[src/design/ywc_pkg.sv]
// ----------------------------------------------------------------------------
// YUV420 window compositor package
// Shared constants, register codes and item types for the compositor blocks.
// ----------------------------------------------------------------------------
package ywc_pkg;

  // Fixed field widths.
  localparam int REG_W       = 13;
  localparam int WIN_POS_W   = 12;
  localparam int PIXEL_W     = 8;
  localparam int CFG_INDEX_W = 3;

  // Defaults for the top-level parameters.
  localparam int MAX_DIM_DEF    = 4096;
  localparam int ADDR_BITS_DEF  = 25;
  localparam int ALIGN_STEP_DEF = 4;

  // Depth of the queue between the classifier and the address pipeline.
  localparam int QUEUE_DEPTH = 4;

  // Configuration register indexes.
  typedef enum logic [CFG_INDEX_W-1:0] {
    CFG_SRC_WIDTH  = 3'd0,
    CFG_SRC_HEIGHT = 3'd1,
    CFG_DST_WIDTH  = 3'd2,
    CFG_DST_HEIGHT = 3'd3,
    CFG_WIN_X      = 3'd4,
    CFG_WIN_Y      = 3'd5,
    CFG_WIN_W      = 3'd6,
    CFG_WIN_H      = 3'd7
  } cfg_index_t;

  // Plane codes.
  typedef enum logic [1:0] {
    PLANE_Y = 2'd0,
    PLANE_U = 2'd1,
    PLANE_V = 2'd2
  } plane_t;

  // Classification of one byte, handed from the front to the back.
  typedef struct packed {
    plane_t plane;
    logic   write_en;
    logic   out_of_frame;
    logic   frame_end;
  } item_flags_t;

  localparam int FLAGS_W = $bits(item_flags_t);

endpackage

[src/design/ywc_queue.sv]
// ----------------------------------------------------------------------------
// YUV420 window compositor queue
// Small first-in first-out buffer that decouples the front and back parts.
// ----------------------------------------------------------------------------
module ywc_queue #(
  parameter int WIDTH = 8,
  parameter int DEPTH = 4
) (
  input  logic             clk,
  input  logic             rst,
  input  logic             push,
  input  logic [WIDTH-1:0] push_data,
  output logic             push_ready,
  input  logic             pop,
  output logic [WIDTH-1:0] pop_data,
  output logic             pop_valid
);

  localparam int PTR_W = (DEPTH > 1) ? $clog2(DEPTH) : 1;
  localparam int CNT_W = $clog2(DEPTH + 1);

  logic [WIDTH-1:0] mem [DEPTH];
  logic [PTR_W-1:0] wr_ptr;
  logic [PTR_W-1:0] rd_ptr;
  logic [CNT_W-1:0] count;

  assign push_ready = (count != CNT_W'(DEPTH));
  assign pop_valid  = (count != '0);
  assign pop_data   = mem[rd_ptr];

  // Storage is written at the tail only.
  always_ff @(posedge clk) begin
    if (push) begin
      mem[wr_ptr] <= push_data;
    end
  end

  // Pointers and fill count.
  always_ff @(posedge clk) begin
    if (rst) begin
      wr_ptr <= '0;
      rd_ptr <= '0;
      count  <= '0;
    end else begin
      if (push) begin
        wr_ptr <= (wr_ptr == PTR_W'(DEPTH - 1)) ? '0 : wr_ptr + PTR_W'(1);
      end
      if (pop) begin
        rd_ptr <= (rd_ptr == PTR_W'(DEPTH - 1)) ? '0 : rd_ptr + PTR_W'(1);
      end
      if (push && !pop) begin
        count <= count + CNT_W'(1);
      end else if (pop && !push) begin
        count <= count - CNT_W'(1);
      end
    end
  end

endmodule

[src/design/ywc_front.sv]
// ----------------------------------------------------------------------------
// YUV420 window compositor front
// Tracks plane, row and column of each source byte and classifies it against
// the copy area and the destination plane.
// ----------------------------------------------------------------------------
module ywc_front
  import ywc_pkg::*;
#(
  parameter int MAX_DIM = MAX_DIM_DEF,
  localparam int DIM_W  = $clog2(MAX_DIM + 1),
  localparam int CNT_W  = $clog2(MAX_DIM),
  localparam int CMP_W  = ((CNT_W > WIN_POS_W) ? CNT_W : WIN_POS_W) + 1
) (
  input  logic                 clk,
  input  logic                 rst,
  input  logic                 accept,
  input  logic                 frame_start,
  input  logic [DIM_W-1:0]     src_w,
  input  logic [DIM_W-1:0]     src_h,
  input  logic [DIM_W-1:0]     dst_w,
  input  logic [DIM_W-1:0]     dst_h,
  input  logic [WIN_POS_W-1:0] win_x,
  input  logic [WIN_POS_W-1:0] win_y,
  input  logic [REG_W-1:0]     win_w,
  input  logic [REG_W-1:0]     win_h,
  output item_flags_t          flags,
  output logic [CMP_W-1:0]     tgt_x,
  output logic [CMP_W-1:0]     tgt_y,
  output logic [DIM_W-1:0]     lim_w
);

  // Position registers.
  plane_t           plane_index;
  logic [CNT_W-1:0] row_count;
  logic [CNT_W-1:0] col_count;

  plane_t           plane_index_next;
  logic [CNT_W-1:0] row_count_next;
  logic [CNT_W-1:0] col_count_next;

  plane_t               plane;
  logic [CNT_W-1:0]     row;
  logic [CNT_W-1:0]     col;
  logic [CMP_W-1:0]     cw;
  logic [CMP_W-1:0]     ch;
  logic [CMP_W-1:0]     pw;
  logic [CMP_W-1:0]     ph;
  logic [CMP_W-1:0]     copy_w;
  logic [CMP_W-1:0]     copy_h;
  logic [WIN_POS_W-1:0] ox;
  logic [WIN_POS_W-1:0] oy;
  logic [DIM_W-1:0]     lim_h;
  logic                 in_copy;
  logic                 in_frame;
  logic                 col_last;
  logic                 row_last;

  // Copy area is the source size clipped to the window size.
  always_comb begin
    cw = (CMP_W'(win_w) < CMP_W'(src_w)) ? CMP_W'(win_w) : CMP_W'(src_w);
    ch = (CMP_W'(win_h) < CMP_W'(src_h)) ? CMP_W'(win_h) : CMP_W'(src_h);
  end

  // Frame start forces the first luma position.
  always_comb begin
    plane = frame_start ? PLANE_Y : plane_index;
    row   = frame_start ? '0 : row_count;
    col   = frame_start ? '0 : col_count;
  end

  // Per-plane geometry: chroma planes use half of every dimension.
  always_comb begin
    if (plane == PLANE_Y) begin
      pw     = CMP_W'(src_w);
      ph     = CMP_W'(src_h);
      copy_w = cw;
      copy_h = ch;
      ox     = win_x;
      oy     = win_y;
      lim_w  = dst_w;
      lim_h  = dst_h;
    end else begin
      pw     = CMP_W'(src_w >> 1);
      ph     = CMP_W'(src_h >> 1);
      copy_w = cw >> 1;
      copy_h = ch >> 1;
      ox     = win_x >> 1;
      oy     = win_y >> 1;
      lim_w  = dst_w >> 1;
      lim_h  = dst_h >> 1;
    end
  end

  // Target position and classification.
  always_comb begin
    tgt_x    = CMP_W'(ox) + CMP_W'(col);
    tgt_y    = CMP_W'(oy) + CMP_W'(row);
    in_copy  = (CMP_W'(col) < copy_w) && (CMP_W'(row) < copy_h);
    in_frame = (tgt_x < CMP_W'(lim_w)) && (tgt_y < CMP_W'(lim_h));
    col_last = (CMP_W'(col) + CMP_W'(1)) >= pw;
    row_last = (CMP_W'(row) + CMP_W'(1)) >= ph;

    flags.plane        = plane;
    flags.write_en     = in_copy && in_frame;
    flags.out_of_frame = in_copy && !in_frame;
    flags.frame_end    = col_last && row_last && (plane == PLANE_V);
  end

  // Advance column, then row, then plane; wrap after the last V byte.
  always_comb begin
    plane_index_next = plane;
    row_count_next   = row;
    col_count_next   = col + CNT_W'(1);
    if (col_last) begin
      col_count_next = '0;
      row_count_next = row + CNT_W'(1);
      if (row_last) begin
        row_count_next = '0;
        unique case (plane)
          PLANE_Y: plane_index_next = PLANE_U;
          PLANE_U: plane_index_next = PLANE_V;
          PLANE_V: plane_index_next = PLANE_Y;
          default: plane_index_next = PLANE_Y;
        endcase
      end
    end
  end

  always_ff @(posedge clk) begin
    if (rst) begin
      plane_index <= PLANE_Y;
      row_count   <= '0;
      col_count   <= '0;
    end else if (accept) begin
      plane_index <= plane_index_next;
      row_count   <= row_count_next;
      col_count   <= col_count_next;
    end
  end

endmodule

[src/design/ywc_back.sv]
// ----------------------------------------------------------------------------
// YUV420 window compositor back
// Two-stage address pipeline: row offset product, then plane base and column
// are added into the destination byte address held in the output register.
// ----------------------------------------------------------------------------
module ywc_back
  import ywc_pkg::*;
#(
  parameter int MAX_DIM   = MAX_DIM_DEF,
  parameter int ADDR_BITS = ADDR_BITS_DEF,
  localparam int DIM_W    = $clog2(MAX_DIM + 1),
  localparam int CNT_W    = $clog2(MAX_DIM),
  localparam int CMP_W    = ((CNT_W > WIN_POS_W) ? CNT_W : WIN_POS_W) + 1
) (
  input  logic                 clk,
  input  logic                 rst,
  input  logic [DIM_W-1:0]     dst_w,
  input  logic [DIM_W-1:0]     dst_h,
  input  logic                 in_valid,
  output logic                 in_pop,
  input  item_flags_t          in_flags,
  input  logic [PIXEL_W-1:0]   in_pixel,
  input  logic [CMP_W-1:0]     in_tgt_x,
  input  logic [CMP_W-1:0]     in_tgt_y,
  input  logic [DIM_W-1:0]     in_lim_w,
  output logic                 out_valid,
  input  logic                 out_ready,
  output item_flags_t          out_flags,
  output logic [PIXEL_W-1:0]   out_pixel,
  output logic [ADDR_BITS-1:0] out_addr
);

  localparam int BASE_W = 2 * DIM_W + 1;
  localparam int PROD_W = CMP_W + DIM_W;
  localparam int WIDE_W = PROD_W + 2;
  localparam int SUM_W  = (ADDR_BITS > WIDE_W) ? ADDR_BITS : WIDE_W;

  // Plane bases follow the configuration: U after Y, V after a quarter more.
  logic [BASE_W-1:0] base_u;
  logic [BASE_W-1:0] base_v;

  logic               b1_valid;
  item_flags_t        b1_flags;
  logic [PIXEL_W-1:0] b1_pixel;
  logic [PROD_W-1:0]  b1_prod;
  logic [CMP_W-1:0]   b1_tgt_x;

  logic              b1_ready;
  logic              b2_ready;
  logic [BASE_W-1:0] base_sel;
  logic [SUM_W-1:0]  addr_sum;

  always_ff @(posedge clk) begin
    base_u <= BASE_W'(dst_w) * BASE_W'(dst_h);
    base_v <= base_u + (base_u >> 2);
  end

  // Handshake between the stages.
  assign b2_ready = !out_valid || out_ready;
  assign b1_ready = !b1_valid || b2_ready;
  assign in_pop   = in_valid && b1_ready;

  // First stage: row offset inside the destination plane.
  always_ff @(posedge clk) begin
    if (rst) begin
      b1_valid <= 1'b0;
    end else if (b1_ready) begin
      b1_valid <= in_valid;
    end
  end

  always_ff @(posedge clk) begin
    if (in_pop) begin
      b1_flags <= in_flags;
      b1_pixel <= in_pixel;
      b1_prod  <= PROD_W'(in_tgt_y) * PROD_W'(in_lim_w);
      b1_tgt_x <= in_tgt_x;
    end
  end

  // Second stage: add the plane base and target column.
  always_comb begin
    unique case (b1_flags.plane)
      PLANE_Y: base_sel = '0;
      PLANE_U: base_sel = base_u;
      PLANE_V: base_sel = base_v;
      default: base_sel = '0;
    endcase
    addr_sum = SUM_W'(base_sel) + SUM_W'(b1_prod) + SUM_W'(b1_tgt_x);
  end

  always_ff @(posedge clk) begin
    if (rst) begin
      out_valid <= 1'b0;
    end else if (b2_ready) begin
      out_valid <= b1_valid;
    end
  end

  always_ff @(posedge clk) begin
    if (b2_ready && b1_valid) begin
      out_flags <= b1_flags;
      out_pixel <= b1_pixel;
      out_addr  <= b1_flags.write_en ? addr_sum[ADDR_BITS-1:0] : '0;
    end
  end

endmodule

[src/design/yuv420_window_compositor.sv]
// ----------------------------------------------------------------------------
// YUV420 window compositor
// Maps a planar YUV420 source byte stream into a window of a destination frame.
// ----------------------------------------------------------------------------
// Source bytes enter on the s_ channel in file order (Y plane, then U, then
// V), one request per byte; s_tuser marks the first byte of a frame. Each byte
// yields exactly one request on the m_ channel carrying the write enable,
// destination byte address, the byte itself, an out-of-frame flag, the plane
// on m_tuser and the last byte of the frame on m_tlast.
// Throughput is one byte per clock while m_tready stays high. A result passes
// through the queue stage, then the row-offset multiply, then the base add into
// the output register.
// A four-entry queue separates position tracking from the address pipeline;
// when the receiver stalls, the pipeline holds and s_tready drops only once
// the queue is full.
// Reset clears the plane, row and column counters, the queue and the pipeline,
// and restores the default configuration. Registers are written through
// cfg_we / cfg_index / cfg_data; frame sizes are stored clamped and aligned.
// ----------------------------------------------------------------------------
module yuv420_window_compositor
  import ywc_pkg::*;
#(
  parameter int MAX_DIM    = MAX_DIM_DEF,
  parameter int ADDR_BITS  = ADDR_BITS_DEF,
  parameter int ALIGN_STEP = ALIGN_STEP_DEF,
  localparam int OUT_W      = 1 + ADDR_BITS + PIXEL_W + 1,
  localparam int M_TDATA_W  = ((OUT_W + 7) / 8) * 8
) (
  input  logic                   clk,
  input  logic                   rst,
  // Configuration write port.
  input  logic                   cfg_we,
  input  logic [CFG_INDEX_W-1:0] cfg_index,
  input  logic [REG_W-1:0]       cfg_data,
  // Source byte stream.
  input  logic                   s_tvalid,
  output logic                   s_tready,
  input  logic [PIXEL_W-1:0]     s_tdata,   // pixel
  input  logic                   s_tuser,   // frame_start
  // Destination write stream.
  output logic                   m_tvalid,
  input  logic                   m_tready,
  output logic [M_TDATA_W-1:0]   m_tdata,   // write_enable, dest_address,
                                            // pixel_out, out_of_frame, zero pad
  output logic [1:0]             m_tuser,   // plane
  output logic                   m_tlast    // frame_end
);

  localparam int DIM_W   = $clog2(MAX_DIM + 1);
  localparam int CNT_W   = $clog2(MAX_DIM);
  localparam int CMP_W   = ((CNT_W > WIN_POS_W) ? CNT_W : WIN_POS_W) + 1;
  localparam int RSH     = DIM_W + 1;
  localparam int RECIP   = (1 << RSH) / ALIGN_STEP;
  localparam int ENTRY_W = FLAGS_W + PIXEL_W + 2 * CMP_W + DIM_W;

  // Clamp a size into range and floor it to the alignment step.
  function automatic logic [DIM_W-1:0] align_size(input logic [REG_W-1:0] v);
    logic [DIM_W-1:0]     c;
    logic [DIM_W+RSH-1:0] prod;
    logic [DIM_W-1:0]     q;
    logic [DIM_W-1:0]     t;
    if (v < REG_W'(ALIGN_STEP)) begin
      c = DIM_W'(ALIGN_STEP);
    end else if (32'(v) > 32'(MAX_DIM)) begin
      c = DIM_W'(MAX_DIM);
    end else begin
      c = DIM_W'(v);
    end
    // The reciprocal estimate is at most one step low.
    prod = (DIM_W + RSH)'(c) * (DIM_W + RSH)'(RECIP);
    q    = DIM_W'(prod >> RSH);
    t    = DIM_W'(q * DIM_W'(ALIGN_STEP));
    if ((c - t) >= DIM_W'(ALIGN_STEP)) begin
      t = t + DIM_W'(ALIGN_STEP);
    end
    return t;
  endfunction

  // Configuration registers.
  logic [DIM_W-1:0]     src_w;
  logic [DIM_W-1:0]     src_h;
  logic [DIM_W-1:0]     dst_w;
  logic [DIM_W-1:0]     dst_h;
  logic [WIN_POS_W-1:0] win_x;
  logic [WIN_POS_W-1:0] win_y;
  logic [REG_W-1:0]     win_w;
  logic [REG_W-1:0]     win_h;

  always_ff @(posedge clk) begin
    if (rst) begin
      src_w <= align_size(REG_W'(960));
      src_h <= align_size(REG_W'(720));
      dst_w <= align_size(REG_W'(1920));
      dst_h <= align_size(REG_W'(1080));
      win_x <= '0;
      win_y <= '0;
      win_w <= REG_W'(720);
      win_h <= REG_W'(576);
    end else if (cfg_we) begin
      unique case (cfg_index_t'(cfg_index))
        CFG_SRC_WIDTH:  src_w <= align_size(cfg_data);
        CFG_SRC_HEIGHT: src_h <= align_size(cfg_data);
        CFG_DST_WIDTH:  dst_w <= align_size(cfg_data);
        CFG_DST_HEIGHT: dst_h <= align_size(cfg_data);
        CFG_WIN_X:      win_x <= cfg_data[WIN_POS_W-1:0];
        CFG_WIN_Y:      win_y <= cfg_data[WIN_POS_W-1:0];
        CFG_WIN_W:      win_w <= cfg_data;
        CFG_WIN_H:      win_h <= cfg_data;
        default:        ;
      endcase
    end
  end

  // Front: position tracking and classification.
  logic               accept;
  item_flags_t        f_flags;
  logic [CMP_W-1:0]   f_tgt_x;
  logic [CMP_W-1:0]   f_tgt_y;
  logic [DIM_W-1:0]   f_lim_w;
  logic [ENTRY_W-1:0] q_push_data;

  assign accept = s_tvalid && s_tready;

  ywc_front #(
    .MAX_DIM (MAX_DIM)
  ) u_front (
    .clk         (clk),
    .rst         (rst),
    .accept      (accept),
    .frame_start (s_tuser),
    .src_w       (src_w),
    .src_h       (src_h),
    .dst_w       (dst_w),
    .dst_h       (dst_h),
    .win_x       (win_x),
    .win_y       (win_y),
    .win_w       (win_w),
    .win_h       (win_h),
    .flags       (f_flags),
    .tgt_x       (f_tgt_x),
    .tgt_y       (f_tgt_y),
    .lim_w       (f_lim_w)
  );

  assign q_push_data = {f_flags, s_tdata, f_tgt_x, f_tgt_y, f_lim_w};

  // Queue between the front and the back.
  logic               q_pop;
  logic               q_valid;
  logic [ENTRY_W-1:0] q_pop_data;
  item_flags_t        q_flags;
  logic [PIXEL_W-1:0] q_pixel;
  logic [CMP_W-1:0]   q_tgt_x;
  logic [CMP_W-1:0]   q_tgt_y;
  logic [DIM_W-1:0]   q_lim_w;

  ywc_queue #(
    .WIDTH (ENTRY_W),
    .DEPTH (QUEUE_DEPTH)
  ) u_queue (
    .clk        (clk),
    .rst        (rst),
    .push       (accept),
    .push_data  (q_push_data),
    .push_ready (s_tready),
    .pop        (q_pop),
    .pop_data   (q_pop_data),
    .pop_valid  (q_valid)
  );

  assign {q_flags, q_pixel, q_tgt_x, q_tgt_y, q_lim_w} = q_pop_data;

  // Back: destination address pipeline.
  item_flags_t          o_flags;
  logic [PIXEL_W-1:0]   o_pixel;
  logic [ADDR_BITS-1:0] o_addr;

  ywc_back #(
    .MAX_DIM   (MAX_DIM),
    .ADDR_BITS (ADDR_BITS)
  ) u_back (
    .clk       (clk),
    .rst       (rst),
    .dst_w     (dst_w),
    .dst_h     (dst_h),
    .in_valid  (q_valid),
    .in_pop    (q_pop),
    .in_flags  (q_flags),
    .in_pixel  (q_pixel),
    .in_tgt_x  (q_tgt_x),
    .in_tgt_y  (q_tgt_y),
    .in_lim_w  (q_lim_w),
    .out_valid (m_tvalid),
    .out_ready (m_tready),
    .out_flags (o_flags),
    .out_pixel (o_pixel),
    .out_addr  (o_addr)
  );

  // Result packing.
  assign m_tdata = M_TDATA_W'({o_flags.out_of_frame, o_pixel, o_addr, o_flags.write_en});
  assign m_tuser = o_flags.plane;
  assign m_tlast = o_flags.frame_end;

endmodule

[config.mk]
export PLATFORM = sky130hd
export DESIGN_NAME = yuv420_window_compositor
export DESIGN_NICKNAME = d
export VERILOG_FILES = /design/src/design/ywc_pkg.sv /design/src/design/ywc_queue.sv /design/src/design/ywc_front.sv /design/src/design/ywc_back.sv /design/src/design/yuv420_window_compositor.sv
export SDC_FILE = /design/constraint.sdc
export NUM_CORES = 2
export LEC_CHECK = 0
export BUFFER_PORTS_ARGS = -buffer_cell sky130_fd_sc_hd__buf_2
export CELL_PAD_IN_SITES_DETAIL_PLACEMENT = 0
export CELL_PAD_IN_SITES_GLOBAL_PLACEMENT = 1
export CORE_MARGIN = 3
export CORE_UTILIZATION = 45
export DETAILED_ROUTE_END_ITERATION = 6
export GPL_TIMING_DRIVEN = 1
export PLACE_DENSITY = 0.72
export SYNTH_ARGS = -nofsm -noshare
export SYNTH_HDL_FRONTEND = slang
export SYNTH_SLANG_ARGS = --single-unit
[constraint.sdc]
create_clock -name clk -period 19.5 [get_ports clk]
set_input_delay 3.9 -clock clk [delete_from_list [all_inputs] [get_ports clk]]
set_output_delay 3.9 -clock clk [all_outputs]
set_load 0.1 [all_outputs]
==> metrics.md <==
| Metric | Value |
|---|---|
| Post-synth top cells | nand2_1 (463), inv_1 (351), ha_1 (322), edfxtp_1 (292), nor2_1 (208) |
| Top area cells in the synthesized netlist | edfxtp_1 (27%), fa_1 (13%), ha_1 (12%) |
| Pins over their slew limit | 0 |
| Detailed Routing Iterations Pass 1 | 5 |
| Core area | around 0.072 mm^2 |
| Initial DRC Count | 1202 |
| Num Clock Sinks | between 400 and 500 |
| DP HPWL | 59.9 mm |
| Largest net degree at the start of global routing | ~110 |
| CTS tree | done |
| Post-cts resize count | 0 |
| ANT nets after route | 0 |
| Vias post-DR | roughly 22000 |
| Initial antenna violation count | 1 |
| Main combinational cell family by area after synthesis | adder cells |
| FFs w/ async S/R, synth | 0% |
| Post-synth EDFFs | 292 |
| Netlist Area Pre-Place | about 0.033 mm^2 |
| Synth Area in Adders | 25.0% |
| Worst setup SP type | primary input |
| Final Hold Fails | 0 |
| Setup repair after global routing missed its margin | false |
| Crit-path slowest cell | buf_4 |
| Clock root buffer | clkbuf_16 |
| Number of max-cap violations | 0 |
| Worst setup EP type | flip-flop |
| Fmax achieved | ~120 MHz |
| Nets | between 3000 and 4000 |
| Buf/Inv on CP | 4 |
| Post-CTS Hold Buffers | 0 |
| Area growth, synth to finish | 8.68% |
| Worst path most repeated cell | a21oi_1 |
| Tot GR Track Use | 21.2% |
| Die Y | 276 um |
| Fraction of layout cells with a size suffix above 1 | 7.65% |
| Row count | 98 |
| Worst r2r path cells | 17 |
| Clk_lat worst skew | 610 ps |
| Largest area contributor in the netlist | edfxtp_1 |
| Sequential-to-total area share from yosys stat | 37.6% |
| Post-route DRC violation count | 0 |
| Simple-gate share of the synthesized area | between 10% and 20% |
| Setup TNS | 0 ps |
| Initial Utilization | 45.6% |
| Fill count | between 6000 and 7000 |
| Multiplexer share of the synthesized area | under 10% |
| Worst EP required | between 15000 and 20000 ps |
| Slew headroom | a little over a fifth |
| Crit path arrival time | approximately 8900 ps |
| Vias per inst | about 5.4 |
| Worst-path cell chain | buf_2 > buf_4 > o21ba_2 > buf_4 > nand2_1 > nand2_1 > ha_1 > inv_1 > fa_1 > nor2b_1 > o21ai_0 > a21boi_1 > o21ai_0 > a21oi_1 > a21o_1 > a21oi_1 > xnor2_1 > ha_1 > and4_1 > a211oi_1 > nand3_1 > a21oi_1 > o21ai_1 > nor2b_1 |
| Vias in the first global route | roughly 23000 |
| WP depth | 24 |
| Final setup vio count | 0 |
| GRT overflow | 0 |
| Status | finished clean |
| Setup Fix Bufs, Post-CTS | 0 |
| WL final | slightly below 80 mm |
| First-pass GRT wire length | 126 mm |
| Cell with the most instances after synthesis | nand2_1 |
| Die width | between 200 and 300 um |
| Mapped Cells | 3180 |
| Hold Path Class | flip-flop to flip-flop |
| Final clock skew | around 47 ps |
| Complex-gate fraction of the synthesized area | a little under a tenth |
| Worst-Margin Slew | about 1200 ps |
| Die area | 0.0759 mm^2 |
| Port Buffer Count | 69 |
| CP max stage delay | approximately 560 ps |
| Yosys warns | 0 |
| Clock-pin slew on the worst setup and hold paths | about 60 ps |
| Yosys cell types | just over 80 |
| CP Class | primary input to flip-flop |
| I/O pin total | 75 |
| Wire length per cell | 19.0 um |
| Crit-path leading delay family | compound AO/OA/AOI/OAI gates |
| Tmin final | between 8000 and 9000 ps |
| Hold path depth | 0 |
| Average cell area after synthesis | between 10 and 15 um^2 |
| #FFs+latches synth | around 470 |
| Synth Area in XOR/XNOR | between 3 and 4% |
| Share of the synthesized area in the top cell type | 26.8% |
| H-tree depth | 2 |
| Crit Path Max Fanout | 53 |
| Num CTS Buffers | 51 |
| Top_reg_cell synth | edfxtp_1 |
| Fin crit share | a little over two fifths |
| GP Congestion | 0.898 |
| Max Root-Sink Buffers | 3 |
## area by class of cell
cell class / instances / area [um^2] / share of cell area (%)
clock inverters: 30 / 283 / 0.796
well taps: 950 / 1190 / 3.35
repair buffers: 85 / 468 / 1.32
inverters: 353 / 1330 / 3.73
clock buffers: 66 / 1380 / 3.90
flip-flops and latches: 468 / 12300 / 34.6
diodes: 1 / 2.50 / 0.00704
multi-input cells: 2228 / 18600 / 52.3
## worst reg2reg max path: cells and delay by family (launching register included)
| family | cells | cell delay (ps) |
|---|---|---|
| AO/OA/AOI/OAI | 5 | 1520 |
| XOR/XNOR | 1 | 210 |
| adder cells (fa/ha/maj) | 6 | 3020 |
| buffers and inverters | 3 | 800 |
| flip-flops | 1 | 460 |
| multiplexers | 1 | 820 |
| AND/OR/NAND/NOR | 1 | 260 |
## kinds of logic (layout without fill, tap and decap cells)
family,Yosys count,in the layout
AND/OR/NAND/NOR,1015,1015
adder cells (fa/ha/maj),529,529
buffers and inverters,488,534
flip-flops,468,468
AO/OA/AOI/OAI,459,459
XOR/XNOR,112,112
multiplexers,108,108
other,1,6
## worst paths after layout
kind / to / slack, ps / start
worst max-delay path: u_queue.mem[3][49] / 10960 / s_tuser
worst min-delay path: u_back.base_v[2] / 380 / u_back.base_u[4]
worst max register to register: u_back.b1_prod[20] / 12200 / flip-flop
worst min register to register: u_back.base_v[2] / 380 / u_back.base_u[4]
## placed cells by master, fill, tap and decap left out, drive strengths merged, types with 6 or more instances in the layout
| cell type | netlist | layout |
|---|---|---|
| inv | 352 | 356 |
| xnor2 | 75 | 75 |
| clkbuf | 102 | 66 |
| o21bai | 16 | 16 |
| clkinv | 1 | 18 |
| a22o | 6 | 6 |
| nand3 | 27 | 27 |
| nand2b | 23 | 23 |
| buf | 33 | 85 |
| nor3 | 22 | 22 |
| xor2 | 37 | 37 |
| o31ai | 6 | 6 |
| clkinvlp | 0 | 6 |
| nand4 | 19 | 19 |
| a211o | 19 | 19 |
| a211oi | 12 | 12 |
| nand3b | 10 | 10 |
| dfxtp | 176 | 176 |
| edfxtp | 292 | 292 |
| a21oi | 190 | 190 |
| nor2 | 209 | 209 |
| ha | 322 | 322 |
| a21o | 49 | 49 |
| nor2b | 52 | 52 |
| and4 | 6 | 6 |
| o21a | 14 | 14 |
| and3 | 21 | 21 |
| mux2i | 53 | 53 |
| o21ai | 66 | 66 |
| fa | 207 | 207 |
| and2 | 139 | 139 |
| a22oi | 34 | 34 |
| nand2 | 463 | 463 |
| mux4 | 52 | 52 |
## per-stage QoR
stage                     util, %  cell area, um^2  std cells  hold WS, ps  setup slack (ps)
after floorplan                 -            32700       3184          355             11320
after global placement       47.2            33900       4084          369             10450
after detailed placement     47.2            33900       4084          369             10400
after CTS                    49.5            35500       4180          376             11010
after global routing         49.5            35500       4180          389             10480
final                        49.5            35500       4181          377             10960
## routing by layer
| metal | wire length, um | vias up | part of all wire (%) | global-route usage (%) |
|---|---|---|---|---|
| li1 | - | 10800 | - | - |
| met1 | 35100 | 11100 | 44 | 27.9 |
| met2 | 37700 | 458 | 47 | 35.7 |
| met3 | 3380 | 130 | 4.3 | 2.44 |
| met4 | 3400 | 0 | 4.3 | 8.71 |
| met5 | 0 | - | 0 | 0 |
## registers in the layout (all words and copies together), names as in the netlist, 12 cells and up, named ones only
signal and cells:
u_back.b1_prod 24, u_back.b1_tgt_x 13, u_back.base_u 22, u_back.base_v 23, u_back.out_addr 25, u_front.col_count 12, u_front.row_count 12, u_queue.mem 204
win_h 13, win_w 13, win_x 12, win_y 12
Power is left out: the tool's default activity adds up to more than one toggle a clock period on the data nets, which glitch-free logic cannot reach.
